`src/rtl/salwcc_pkg.sv`:
```
`timescale 1ns / 1ps
// ----------------------------------------------------------------------------
// salwcc_pkg
// shared types and codes of the set associative write-back cache controller
// ----------------------------------------------------------------------------
package salwcc_pkg;

   // access codes on the operation field
   localparam logic OP_READ  = 1'b0;
   localparam logic OP_WRITE = 1'b1;

   // per-line coherence state
   typedef enum logic [1:0] {
      LINE_INVALID = 2'd0,
      LINE_CLEAN   = 2'd1,
      LINE_DIRTY   = 2'd2
   } line_state_type;

   // lookup outcome flags handed from the lookup logic to the result stage
   typedef struct packed {
      logic hit;
      logic fill_needed;
      logic writeback_needed;
      logic line_dirty;
   } lookup_flags_type;

endpackage

```
`src/rtl/salwcc_lookup.sv`:
```
`timescale 1ns / 1ps
// ----------------------------------------------------------------------------
// salwcc_lookup
// tag compare, way selection and next row contents for one access
// ----------------------------------------------------------------------------
module salwcc_lookup #(
   parameter int WAYS        = 8,
   parameter int SET_BITS    = 6,
   parameter int OFFSET_BITS = 6,
   parameter int ADDR_BITS   = 52,
   parameter int TAG_BITS    = ADDR_BITS - SET_BITS - OFFSET_BITS,
   parameter int RANK_BITS   = (WAYS > 1) ? $clog2(WAYS) : 1
) (
   input  logic                                   is_write,
   input  logic [SET_BITS-1:0]                    req_set,
   input  logic [TAG_BITS-1:0]                    req_tag,
   input  logic [WAYS-1:0][TAG_BITS-1:0]          tags,
   input  salwcc_pkg::line_state_type [WAYS-1:0]  states,
   input  logic [WAYS-1:0][RANK_BITS-1:0]         ranks,
   output logic [RANK_BITS-1:0]                   sel_way,
   output salwcc_pkg::lookup_flags_type           flags,
   output logic [ADDR_BITS-1:0]                   wb_address,
   output logic [WAYS-1:0][TAG_BITS-1:0]          new_tags,
   output salwcc_pkg::line_state_type [WAYS-1:0]  new_states,
   output logic [WAYS-1:0][RANK_BITS-1:0]         new_ranks
);
   import salwcc_pkg::*;

   logic                 hit;
   logic                 have_inv;
   logic [RANK_BITS-1:0] hit_way;
   logic [RANK_BITS-1:0] inv_way;
   logic [RANK_BITS-1:0] victim;
   logic [RANK_BITS-1:0] old_rank;
   logic                 wb;

   // parallel compare; lowest hit, highest invalid, oldest rank
   always_comb begin
      hit      = 1'b0;
      have_inv = 1'b0;
      hit_way  = '0;
      inv_way  = '0;
      victim   = '0;
      for (int w = 0; w < WAYS; w++) begin
         if (states[w] != LINE_INVALID) begin
            if (!hit && (tags[w] == req_tag)) begin
               hit     = 1'b1;
               hit_way = RANK_BITS'(w);
            end
         end else begin
            have_inv = 1'b1;
            inv_way  = RANK_BITS'(w);
         end
         if (ranks[w] == RANK_BITS'(WAYS - 1)) begin
            victim = RANK_BITS'(w);
         end
      end
   end

   always_comb begin
      if (hit) begin
         sel_way = hit_way;
      end else if (have_inv) begin
         sel_way = inv_way;
      end else begin
         sel_way = victim;
      end
   end

   assign wb = !hit && !have_inv && (states[victim] == LINE_DIRTY);
   assign wb_address = wb ? {tags[victim], req_set, OFFSET_BITS'(0)} : '0;

   // row update
   always_comb begin
      new_tags   = tags;
      new_states = states;
      if (hit) begin
         if (is_write) begin
            new_states[sel_way] = LINE_DIRTY;
         end
      end else begin
         new_tags[sel_way]   = req_tag;
         new_states[sel_way] = is_write ? LINE_DIRTY : LINE_CLEAN;
      end
   end

   // selected way goes to rank 0, younger ways age by one
   assign old_rank = ranks[sel_way];

   always_comb begin
      for (int w = 0; w < WAYS; w++) begin
         if (RANK_BITS'(w) == sel_way) begin
            new_ranks[w] = '0;
         end else if (ranks[w] < old_rank) begin
            new_ranks[w] = ranks[w] + RANK_BITS'(1);
         end else begin
            new_ranks[w] = ranks[w];
         end
      end
   end

   assign flags.hit              = hit;
   assign flags.fill_needed      = !hit;
   assign flags.writeback_needed = wb;
   assign flags.line_dirty       = (new_states[sel_way] == LINE_DIRTY);

endmodule

```
`config.mk`:
```
export PLATFORM = sky130hd
export DESIGN_NAME = salwcc_lookup
export DESIGN_NICKNAME = d
export VERILOG_FILES = /design/src/rtl/salwcc_pkg.sv /design/src/rtl/salwcc_lookup.sv
export SDC_FILE = /design/constraint.sdc
export NUM_CORES = 1
export LEC_CHECK = 0
export ABC_AREA = 1
export BUFFER_PORTS_ARGS = -buffer_cell sky130_fd_sc_hd__clkbuf_2
export CAP_MARGIN = 20
export CORE_AREA = 3 3 323 325
export DETAILED_ROUTE_END_ITERATION = 16
export DIE_AREA = 0 0 326 328
export PLACE_DENSITY_LB_ADDON = 0.05
export SYNTH_ARGS = -nofsm -noshare
export SYNTH_HDL_FRONTEND = slang
export SYNTH_SLANG_ARGS = --single-unit
```
`constraint.sdc`:
```
create_clock -name vclk -period 4.19
set_input_delay 0.2095 -clock vclk [all_inputs]
set_output_delay 0.2095 -clock vclk [all_outputs]
set_load 0.02 [all_outputs]
```
==> results.md <==
* Slowest stage cell, crit path: nor2_1
* Antenna-violating nets left at 0
* CLK BUF at 0
* Detailed-routing wirelength on met1 at 67700 um
* Synth Instances at 2861
* WP data required at 3.98 ns
* Xor-xnor portion of the synthesized cell area at 8.30%
* Remaining routing DRC violations at 0
* DIE WIDTH at 326 um
* Placed instance area at 0.0220 mm2
* RePlAce Congestion at 0.946
* Wire per inst at 30.5 um
* Worst hold path class: in2out
* Final min period at 4.04 ns
* Actual slew at the worst max-slew pin at 0.853 ns
* Most common cell after layout, fill and taps aside: nand2_1
* Routed vias at 23700
* DR pass1 iterations at 7
* Max-cap viol count at 0
* FF+latch count at 0
* Worst EP arrival at 3.83 ns
* Relative slew slack at 43.1%
* F_max at 248 MHz
* WP buf/inv at 7
* Worst setup SP type: primary input
* Maximum fanout along the worst path at 8
* Seq/Total Area, Yosys at 0%
* Setup CP Type: in2out
* Routed wl met3 at 8800 um
* Setup Viol. Count Final at 0
* Avg Inst Size Synth at 4.72 um2
* Drt initial violations at 1734
* Die area at 0.107 mm2
* Finished Cell Area at 0.0227 mm2
* Compound-Gate Fraction of Synth Area at 27.3%
* IO Port Bufs at 820
* Period Utilization, post-route at 96.3%
* Maximum number of pins on one net before global-route repair at 87
* Reg area at 0 um2
* Ports at 826
* GRT Util Overall at 28.6%
* Netlist cell types at 46
* Final HPWL DP at 141000 um
* Mapped Area at 0.0135 mm2
* Total congestion overflow at 0
* Vias in the first global route at 23500
* Core ar. at 0.102 mm2
* Met2 WL at 81100 um
* Post-CTS Hold Buffers at 0
* Layout area overhead at 67.9%
* Cell Rows at 117
* Layout cell share with drive strength beyond 1 at 35.7%
* Main combinational cell family by area after synthesis: simple AND/OR/NAND/NOR gates
* Mux cell area share after synthesis at 0%
* CP top delay family: simple AND/OR/NAND/NOR gates
* Outcome: finished, final reports clean
* Endpoint class of the critical path: primary output
* Most frequent cells in the layout: 1017 x nand2_1, 802 x clkbuf_2, 427 x o21ai_0, 346 x buf_4, 293 x inv_1
* Routed WL at 161000 um
* Vias per cell at 4.50
* Synth Area in Adders at 2.13%
* Initial antenna violation count at 24
* First-pass GRT wire length at 211000 um
* YS warnings at 0
* Final net count at 4318
* Post-Synth Simple-Gate Area at 45.4%
* Highest layer used for signal routing: met5
* Count of final hold-check violations at 0
* Die height at 328 um
* Worst hold slack at 0.712 ns
* CP max stage delay at 0.29 ns
* Initial Utilization at 13.3%
* Max Slew Vio Count at 0
cell usage after synthesis (23+ instances only):
master	instances	area share [%]
nand2_1	1037	29
o21ai_0	431	16
inv_1	303	8.4
nor2_1	250	6.9
xnor2_1	116	7.5
clkbuf_1	113	3.1
nand3_1	75	2.8
o21ai_1	72	2.7
nand4_1	65	3.0
a21oi_1	59	2.2
buf_4	44	2.4
inv_2	37	1.0
buf_2	34	1.3
o211ai_1	26	1.4
a211oi_1	24	1.3
ha_1	23	2.1
path summary, 6_finish.rpt:
path | startpoint | to | cells past startpoint
setup / recovery | req_tag[12] | new_ranks[9] | 27
hold / removal | req_set[5] | wb_address[11] | 4
what timing repair did:
| item | 4_1_cts | 5_1_grt |
|---|---|---|
| endpoints found under the setup margin | 77 | 28 |
| resized for setup | 41 | 117 |
| buffers inserted | 0 | 8 |
| pin swaps | 3 | 36 |
per-layer routing:
layer,GRT usage [%],vias up
li1,-,11200
met3,4.49,101
met2,52.5,877
met5,0,-
met4,4.37,14
met1,35.4,11500
layout make-up:
cell class,instances,area (um2)
Tap cell,1368,1710
Timing Repair Buffer,1219,7790
Antenna cell,13,32.5
Inverter,342,1320
Fill cell,12300,79100
Multi-Input combinational cell,2325,11800
kinds of logic after synthesis:
logic type / Yosys count
and+or+nand+nor: 1495
AOI/OAI and AO/OA: 673
buffers and inverters: 541
xor gates and xnor gates: 128
adders and majority gates: 23
other: 1
metrics by stage:
step	setup slack, ns	util, %	cells	setup TNS [ns]
CTS	0.00204	21.8	5246	0
global placement	-0.415	21.6	5246	-8.43
floorplan	0.413	-	2866	0
finish	0.154	22.3	5267	0
detailed placement	-0.404	21.6	5246	-8.87
global route	-0.00450	22.3	5259	-0.00450
